`config.mk`:
```
export PLATFORM = sky130hd
export DESIGN_NAME = rpi_side_check
export DESIGN_NICKNAME = d
export VERILOG_FILES = /design/src/rtl/rpi_pkg.sv /design/src/rtl/rpi_side_check.sv
export SDC_FILE = /design/constraint.sdc
export NUM_CORES = 2
export LEC_CHECK = 0
export BUFFER_PORTS_ARGS = -buffer_cell sky130_fd_sc_hd__buf_2
export CAP_MARGIN = 10
export CORE_ASPECT_RATIO = 0.5
export CORE_UTILIZATION = 48
export DETAILED_ROUTE_END_ITERATION = 10
export SLEW_MARGIN = 20
export SYNTH_ARGS = -nofsm -noshare
export SYNTH_HDL_FRONTEND = slang
export SYNTH_SLANG_ARGS = --single-unit
export TNS_END_PERCENT = 20
```
`constraint.sdc`:
```
create_clock -name clk -period 16.4 [get_ports clk]
set_input_delay 3.28 -clock clk [delete_from_list [all_inputs] [get_ports clk]]
set_output_delay 3.28 -clock clk [all_outputs]
set_load 0.05 [all_outputs]
```
`src/rtl/rpi_pkg.sv`:
```
package rpi_pkg;

  // Hit distances are unsigned Q16.16-style words of fixed width
  localparam int HIT_W   = 32;
  localparam int QUADS   = 4;
  localparam int TOL_W   = 16;
  localparam int CFG_AW  = 3;

  // Output tdata: four hits then the valid mask, padded to bytes
  localparam int OUT_RAW_W  = QUADS * HIT_W + QUADS;
  localparam int OUT_DATA_W = ((OUT_RAW_W + 7) / 8) * 8;

  // Register index codes (paddr bit 2)
  localparam logic REG_HEIGHT = 1'b0;
  localparam logic REG_TOL    = 1'b1;

endpackage

```
`src/rtl/rpi_side_check.sv`:
```
module rpi_side_check
  import rpi_pkg::*;
#(
  parameter int CW = 32,
  parameter int FB = 16
) (
  input  logic                 clk,
  input  logic                 en,
  input  logic signed [CW-1:0] p_i,
  input  logic signed [CW-1:0] d_i,
  input  logic [HIT_W-1:0]     t_i,
  output logic                 pos_o
);

  localparam int MW = CW + HIT_W;

  logic [CW-1:0] mag_p;
  logic [CW-1:0] mag_d;
  logic [MW-1:0] am_r;
  logic [MW-1:0] bm_r;
  logic          an_r;
  logic          bn_r;

  always_comb begin
    mag_p = p_i[CW-1] ? (~p_i + 1'b1) : p_i;
    mag_d = d_i[CW-1] ? (~d_i + 1'b1) : d_i;
  end

  // Multiply stage: |p|<<frac and |d|*t
  always_ff @(posedge clk) begin
    if (en) begin
      am_r <= MW'(mag_p) << FB;
      bm_r <= MW'(mag_d) * MW'(t_i);
      an_r <= p_i[CW-1];
      bn_r <= d_i[CW-1];
    end
  end

  // Sign of p*2^frac + d*t, strictly positive
  always_comb begin
    if (!an_r && !bn_r)    pos_o = (am_r | bm_r) != '0;
    else if (an_r && bn_r) pos_o = 1'b0;
    else if (an_r)         pos_o = bm_r > am_r;
    else                   pos_o = am_r > bm_r;
  end

endmodule

```
==> impl_metrics.toml <==
[detailed_routing]
drtPass1Iterations = 7
met3_length_um = 5390
met2_length_um = 50900
drcViolationCount = 0
viasPerCell = 5.37
wl_um = 105000
ant_nets = 0
wirelength_met1_um = 46000
drt_iter0_drc = 1763
top_layer_used = "met5"
routedWlPerCell_um = 20.1
vias = 28000

[clock_tree]
cts_root_buf = "clkbuf_16"
cts.hold.buffers_added = 0
cts_buffers = 9
clock-sinks = 98
cts_tree = "done"
clkTransAtPathRegs_ns = 0.08
htreeDepth = 3
ctsResizeCount = 0
clockBufferDepth = 2
cts_setup_buffers = 0

[yosys]
synthXorXnorAreaFrac_pct = 2.65
synth_top_family_by_area = "adder cells"
synth_flop_cell = "edfxtp_1"
synth_cell_type_count = 62
ys_seq_elements = 98
syn_avg_cell_area_um2 = 9.29
synth_edf_count = 98
synth_warnings = 0
synth_top_area_share_pct = 45.9
synth_compound_area_share_pct = 4.66
synthArstFlopShare_pct = 0
synth_seq_area_share_pct = 7.53
synth_area_leaders = "fa_1 46%, ha_1 11%, and2_1 9.4%, inv_1 8.9%, edfxtp_1 7.5%"
syn_nets = 5526
synthSimpleGateAreaFrac_pct = 17.5
yosys.area.top_type = "fa_1"
syn_area_um2 = 39100
synthMuxAreaShare_pct = 0.0769
syn_inst = 4203
synthAdderAreaFrac_pct = 56.5

[cells_and_area]
multi_input_area_um2 = 32000
layout.nets = 5447
fin_util_pct = 51.1
fillers = 7539
drive_above_1_share_pct = 4.70
seqCellArea_um2 = 2940
syn_to_final_growth_pct = 4.62

[timing]
setup_violations = 0
hold_viol = 0
drv_slew = 0
fmax_mhz = 71.8
period_needed_ns = 13.94
timing.hold.ws_ns = 3.17
slew-limit-headroom_pct = 27.3
setup_tns_ns = 0
finalCritPeriodShare_pct = 85.0
rsz0062_at_grt = "false"
tightest_slew_ns = 1.09

[place]
port_buffers = 98
dp_hpwl_um = 83600
gp_congestion = 0.919

[floorplan]
coreArea_um2 = 80000
die_w_um = 405
io_pins = 99
die_height_um = 204
dieArea_um2 = 82600
floorplan.initialDensity_pct = 48.8
row_count = 73

[global_routing]
overflow = 0
first_global_vias = 30300
antenna_found_initial = 1
grt_first_pass_wirelength_um = 169000
grt_usage_pct = 26.5
grt_max_degree = 71

[critical_path]
cp_max_fo = 14
path_class = "input pin to flop"
cp_slowest_stage_delay_ns = 0.87
endpoint_kind = "flop"
crit_arrival_ns = 14.10
required_ns = 16.57
critPathMostFrequentCell = "fa_1"
crit_path_start_kind = "input pin"
crit_slowest_cell = "xor2_2"

[run]
maxCapViolCount = 0

[run_status]
status = "complete, no violations"

[worst_hold_path]
hp-class = "input pin to flop"
## layer usage
layer | track usage, % | up-vias
li1 | - | 12300
met5 | 0 | -
met3 | 2.93 | 150
met4 | 5.75 | 2
met2 | 44.6 | 780
met1 | 37.2 | 14800
## registers in the layout, indices dropped and copies added, names as in the netlist
signal	cells
am_r	32
bm_r	64
bn_r	1
an_r	1
## worst max-delay path, delay by kind of cell
family	cells	cell delay (ns)
adder cells (fa/ha/maj)	9	4.40
buffers and inverters	6	0.81
AO/OA/AOI/OAI	6	1.90
XOR/XNOR	1	0.87
AND/OR/NAND/NOR	9	2.81
## synthesized netlist by cell type (3+ instances only)
master / n
inv_1: 927
or3_1: 11
o21a_1: 7
nand4_1: 24
xnor2_1: 91
nand2b_1: 14
o41ai_1: 7
a41oi_1: 3
and2_1: 589
fa_1: 896
or2_2: 4
ha_1: 329
a21o_1: 30
a211oi_1: 6
o31a_1: 3
nand2_1: 523
o21bai_1: 19
nand3_1: 15
o31ai_1: 20
xor2_1: 27
a21oi_1: 92
nor2b_1: 11
mux2i_1: 3
edfxtp_1: 98
nor4_1: 27
buf_2: 6
nand3b_1: 4
nor2_1: 52
a31oi_1: 5
nand4b_1: 3
or4_4: 3
and3_1: 8
o211ai_1: 7
o21ai_0: 69
nor3_1: 10
or4_1: 10
clkbuf_1: 218
## cell usage in the layout (no fill, tap or decap), drive strengths merged, types with 3 or more instances in the layout
cell type  synthesis  layout
nor4              28      28
and3               8       8
inv              927     931
ha               329     329
or3               12      12
o31ai             20      20
a21oi             92      92
edfxtp            98      98
o21bai            19      19
nand2            523     523
buf                6     134
nor3              10      10
a31oi              5       5
or4               13      13
a41oi              3       3
o31a               3       3
o21ai             70      70
o211ai             7       7
nand3             15      15
xnor2             91      91
o41ai              8       8
xor2              27      27
and2             590     590
nor2b             11      11
o21a               7       7
nand2b            14      14
mux2i              3       3
nand4             24      24
a211oi             6       6
a21o              30      30
or2                4       4
clkbuf           218       9
nand4b             3       3
nand3b             4       4
fa               896     896
nor2              52      52
## cell families after synthesis
family / Yosys count
multiplexers: 3
AND/OR/NAND/NOR: 1318
flip-flops: 98
adder cells (fa/ha/maj): 1225
AO/OA/AOI/OAI: 290
XOR/XNOR: 118
buffers and inverters: 1151
## stage by stage
stage / instances / setup slack (ns) / area, um^2
2_1_floorplan: 4203 / 3.58 / 39100
3_3_place_gp: 5200 / 2.49 / 40600
3_5_place_dp: 5200 / 2.25 / 40600
4_1_cts: 5216 / 2.59 / 40800
5_1_grt: 5216 / 1.72 / 40900
6_report: 5217 / 2.46 / 40900
## final cells by class
type	instances	area share [%]
Antenna cell	1	0.00612
Clock buffer	9	0.551
Clock inverter	7	0.171
Inverter	927	8.52
Multi-Input combinational cell	2954	78.4
Sequential cell	98	7.20
Tap cell	1087	3.33
Timing Repair Buffer	134	1.87
## worst paths after layout
path | start | end | slack, ns | cells after the start
max | d_i[3] | bm_r[58] | 2.46 | 31
min | p_i[0] | am_r[16] | 3.17 | 1
Power is left out: the tool's default activity adds up to more than one toggle a clock period on the data nets, which glitch-free logic cannot reach.
