===== src/rtl/rpi_pkg.sv =====
package rpi_pkg;

  // Hit distances are unsigned Q16.16-style words of fixed width
  localparam int HIT_W   = 32;
  localparam int QUADS   = 4;
  localparam int TOL_W   = 16;
  localparam int CFG_AW  = 3;

  // Output tdata: four hits then the valid mask, padded to bytes
  localparam int OUT_RAW_W  = QUADS * HIT_W + QUADS;
  localparam int OUT_DATA_W = ((OUT_RAW_W + 7) / 8) * 8;

  // Register index codes (paddr bit 2)
  localparam logic REG_HEIGHT = 1'b0;
  localparam logic REG_TOL    = 1'b1;

endpackage


===== src/rtl/rpi_div_stage.sv =====
module rpi_div_stage
  import rpi_pkg::*;
#(
  parameter int NW = 34
) (
  input  logic              clk,
  input  logic              en,
  input  logic [NW-1:0]     rem_i,
  input  logic [HIT_W-1:0]  q_i,
  input  logic [NW-1:0]     den_i,
  output logic [NW-1:0]     rem_o,
  output logic [HIT_W-1:0]  q_o,
  output logic [NW-1:0]     den_o
);

  logic [NW:0]   trial;
  logic [NW:0]   diff;
  logic          ge;
  logic [NW-1:0] rem_nxt;

  // One restoring step: bring in the next dividend bit, try to subtract
  always_comb begin
    trial   = {rem_i, q_i[HIT_W-1]};
    diff    = trial - {1'b0, den_i};
    ge      = (trial >= {1'b0, den_i});
    rem_nxt = ge ? diff[NW-1:0] : trial[NW-1:0];
  end

  always_ff @(posedge clk) begin
    if (en) begin
      rem_o <= rem_nxt;
      q_o   <= {q_i[HIT_W-2:0], ge};
      den_o <= den_i;
    end
  end

endmodule


===== config.mk =====
export PLATFORM = sky130hd
export DESIGN_NAME = rpi_div_stage
export DESIGN_NICKNAME = d
export VERILOG_FILES = /design/src/rtl/rpi_pkg.sv /design/src/rtl/rpi_div_stage.sv
export SDC_FILE = /design/constraint.sdc
export NUM_CORES = 1
export LEC_CHECK = 0
export BUFFER_PORTS_ARGS = -buffer_cell sky130_fd_sc_hd__buf_2
export CAP_MARGIN = 20
export CORE_ASPECT_RATIO = 1.25
export CORE_MARGIN = 4
export CORE_UTILIZATION = 45
export CTS_CLUSTER_DIAMETER = 120
export DETAILED_ROUTE_END_ITERATION = 7
export GPL_TIMING_DRIVEN = 1
export PLACE_DENSITY = 0.77
export SYNTH_ARGS = -nofsm -noshare
export SYNTH_HDL_FRONTEND = slang
export SYNTH_SLANG_ARGS = --single-unit

===== constraint.sdc =====
create_clock -name clk -period 2.6 [get_ports clk]
set_clock_uncertainty 0.05 [all_clocks]
set_input_delay 0 -clock clk [delete_from_list [all_inputs] [get_ports clk]]
set_output_delay 0 -clock clk [all_outputs]
set_load 0.01 [all_outputs]

==> results by group <==
Finish
  • Layout cells sized above 1: 0.373
  • Ant diodes: 0
  • Area growth syn-to-layout: 55.5%
  • Final core utilization: 0.716
  • Post-route cell area: 8360 um2
  • Nets: 950
  • Filler cells: 858

Routing
  • Drc violations: 0
  • Vias: 5040
  • Initial DRC count: 293
  • Post-Route WL: 17400 um
  • Drt pass-1 iters: 5
  • Via/cell ratio: 5.15
  • DR WL/cell: 17.8 um
  • Final ANT Viol Nets: 0

Power
  • Seq pwr share: 0.430
  • PwrDens: 566 nW/um2
  • Combinational Power Share: 0.272
  • Sw Share: 0.289
  • Pint: 3.36 mW
  • P_leak: 3.65 nW
  • Peak supply drop: 0.318 mV
  • Clock share of power: 0.298
  • Switching power of the nets: 1.37 mW

STA
  • Achievable frequency: 0.399 GHz
  • Final min period: 2.51 ns
  • Slew at the pin with the worst max-slew slack: 0.575 ns
  • Tcrit/Tclk final: 0.965
  • Fin Hold WS: 0.0131 ns
  • Setup TNS: 0 ns
  • Max transition margin: 0.616
  • Final max-slew violation count: 0
  • Final setup viols: 0
  • Hold Vio Cnt, Final: 0
  • PnR worst setup slack: 0.0916 ns

Hold path
  • Hold endpoint: rem_o[32]$_DFFE_PP_
  • Worst Hold Depth: 3
  • Hold Path Origin: rem_i[31]
  • Worst min-delay path category: input pin to flop

Global routing
  • Remaining global-route overflow: 0
  • Initial antenna violation count: 0
  • Largest net degree at the start of global routing: 60
  • First-pass GRT wire length: 26100 um
  • All-layer global routing usage: 0.241
  • Vias in the first global route: 5151

Logic synthesis
  • Post-synth EDFFs: 100
  • Synth Instances: 479
  • Largest area contributor in the netlist: edfxtp_1
  • Mapped Area: 5380 um2
  • Share of Yosys cell area claimed by the top area cell type: 0.559
  • Synthesized area per cell: 11.2 um2
  • Async S/R FF share, synth: 0
  • Synth area leaders: edfxtp_1 56%, ha_1 7.9%, o21ai_0 4.1%, nand2_1 3.6%, a21oi_1 3.0%
  • Synth warnings: 0
  • Post-Syn Nets: 616
  • Top-count cell post-synth: edfxtp_1
  • Sequential-to-total area share from yosys stat: 0.559
  • Number of synthesized register bits: 100
  • Synth Flop Type: edfxtp_1
  • Synth cell types: 56
  • Post-synth top cells: 100 x edfxtp_1, 52 x nand2_1, 44 x o21ai_0, 41 x inv_1, 34 x ha_1

Clocking
  • CTS clk-pin slew, worst paths: 0.07 ns
  • CTS sink count: 100
  • CTS tree: built
  • Clk buf depth: 2
  • H-tree level count: 3
  • Clk root buf: clkbuf_16
  • Clock buffer count from CTS: 9

Worst setup path
  • CP Launch Type: input pin
  • Crit path max-delay family: compound AO/OA/AOI/OAI gates
  • CP Buf/Inv Count: 4
  • Critical Path RT: 2.65 ns
  • Biggest fanout along the worst timing path: 7
  • Worst Path Class, Setup: input pin to flop
  • Element type at the critical path end: flop
  • Slowest stage delay, CP: 0.53 ns
  • Worst-path cell chain: dlygate4sd3_1 > buf_2 > inv_2 > ha_4 > nand2_1 > o21ai_2 > a221o_1 > a21o_1 > a32o_2 > a21boi_4 > buf_12 > mux2_2
  • Slowest CP cell: dlygate4sd3_1
  • WP data arrival: 2.56 ns

Placed design
  • Placed cell area: 6830 um2
  • Pre-CTS setup slack: -0.249 ns
  • Detailed placer's ending HPWL: 11400 um
  • RD Place Congestion: 0.843
  • Buffers added on ports: 201

Die
  • Die width: 106 um
  • Initial core utilization: 0.461
  • # rows: 44
  • Core area: 11700 um2
  • DIE AREA: 13800 um2
  • Die height: 130 um
  • Number of placed I/O pins: 202

Job
  • Max Cap Viol: 0

Status
  • Status: finished, final reports clean
metrics by stage:
stage                     std cells  total power, mW
final                           979             4.73
after global routing            979             4.95
after CTS                       975             4.63
after detailed placement        862             3.14
after global placement          862             3.12
after floorplan                 479             2.64
state kept, by name (all words and copies together) (netlist names):
signal and cells:
q_o 32, rem_o 34, den_o 34
metal layers:
metal	track usage	share of wire	vias up
met5	0	0	-
met4	0.0770	0.024	0
met3	0.0594	0.070	41
met2	0.450	0.52	208
met1	0.270	0.39	2377
li1	-	-	2414
layout by cell type (no fill, tap or decap), types with 5 or more instances in the layout:
master and count:
nor3_1 5, ha_1 27, dlygate4sd3_1 97, o21ai_2 5, a21o_1 11, xor2_1 13
inv_1 39, o21ai_0 41, nand2_1 51, nand3_1 7, clkbuf_16 10, ha_4 6
nor2_1 22, a21oi_1 28, a21oi_2 6, xnor2_1 16, buf_4 44, edfxtp_1 100
nand4_1 9, buf_2 197
worst max path at each step:
stage	start	to	slack, ns	cells after the start
after floorplan	q_i[31]	rem_o[32]$_DFFE_PP_	0.07	12
after global placement	q_i[31]	rem_o[32]$_DFFE_PP_	-0.16	13
after detailed placement	q_i[31]	rem_o[32]$_DFFE_PP_	-0.25	13
after CTS	rem_i[27]	rem_o[5]$_DFFE_PP_	0.003	11
after global routing	den_i[22]	rem_o[32]$_DFFE_PP_	-0.02	14
final	den_i[17]	rem_o[1]$_DFFE_PP_	0.09	12
power groups by stage:
stage	clock network [mW]	logic (mW)	registers (mW)
detailed placement	0	1.07	2.06
global placement	0	1.06	2.06
floorplan	0	0.483	2.16
finish	1.41	1.29	2.03
global route	1.50	1.40	2.05
CTS	1.41	1.19	2.03
cells by family after synthesis:
logic type / synth area share
buffers and inverters: 0.0512
multiplexers: 0.00838
XOR/XNOR: 0.0473
flip-flops: 0.559
adder cells (fa/ha/maj): 0.0829
AO/OA/AOI/OAI: 0.152
AND/OR/NAND/NOR: 0.0992
worst min-delay path: cells and delay by family:
family	cells	cell delay, ns
AND/OR/NAND/NOR	1	0.12
AO/OA/AOI/OAI	1	0.10
buffers and inverters	1	0.09
final cells by class:
class	count	area, um2	share of cell area
Timing Repair Buffer	344	2390	0.286
Sequential cell	100	3000	0.359
Inverter	42	158	0.0189
Multi-Input combinational cell	316	2290	0.275
Clock buffer	9	225	0.0269
Clock inverter	7	82.6	0.00988
Tap cell	161	201	0.0241
repair_timing:
item                                    4_1_cts  5_1_grt
endpoints found under the setup margin        0       35
hold buffers                                 97        0
endpoints found under the hold margin        97        0
gates resized for setup                       0       38
setup buffers                                 0        6
Note: power is estimated with default switching activity, not from simulation.
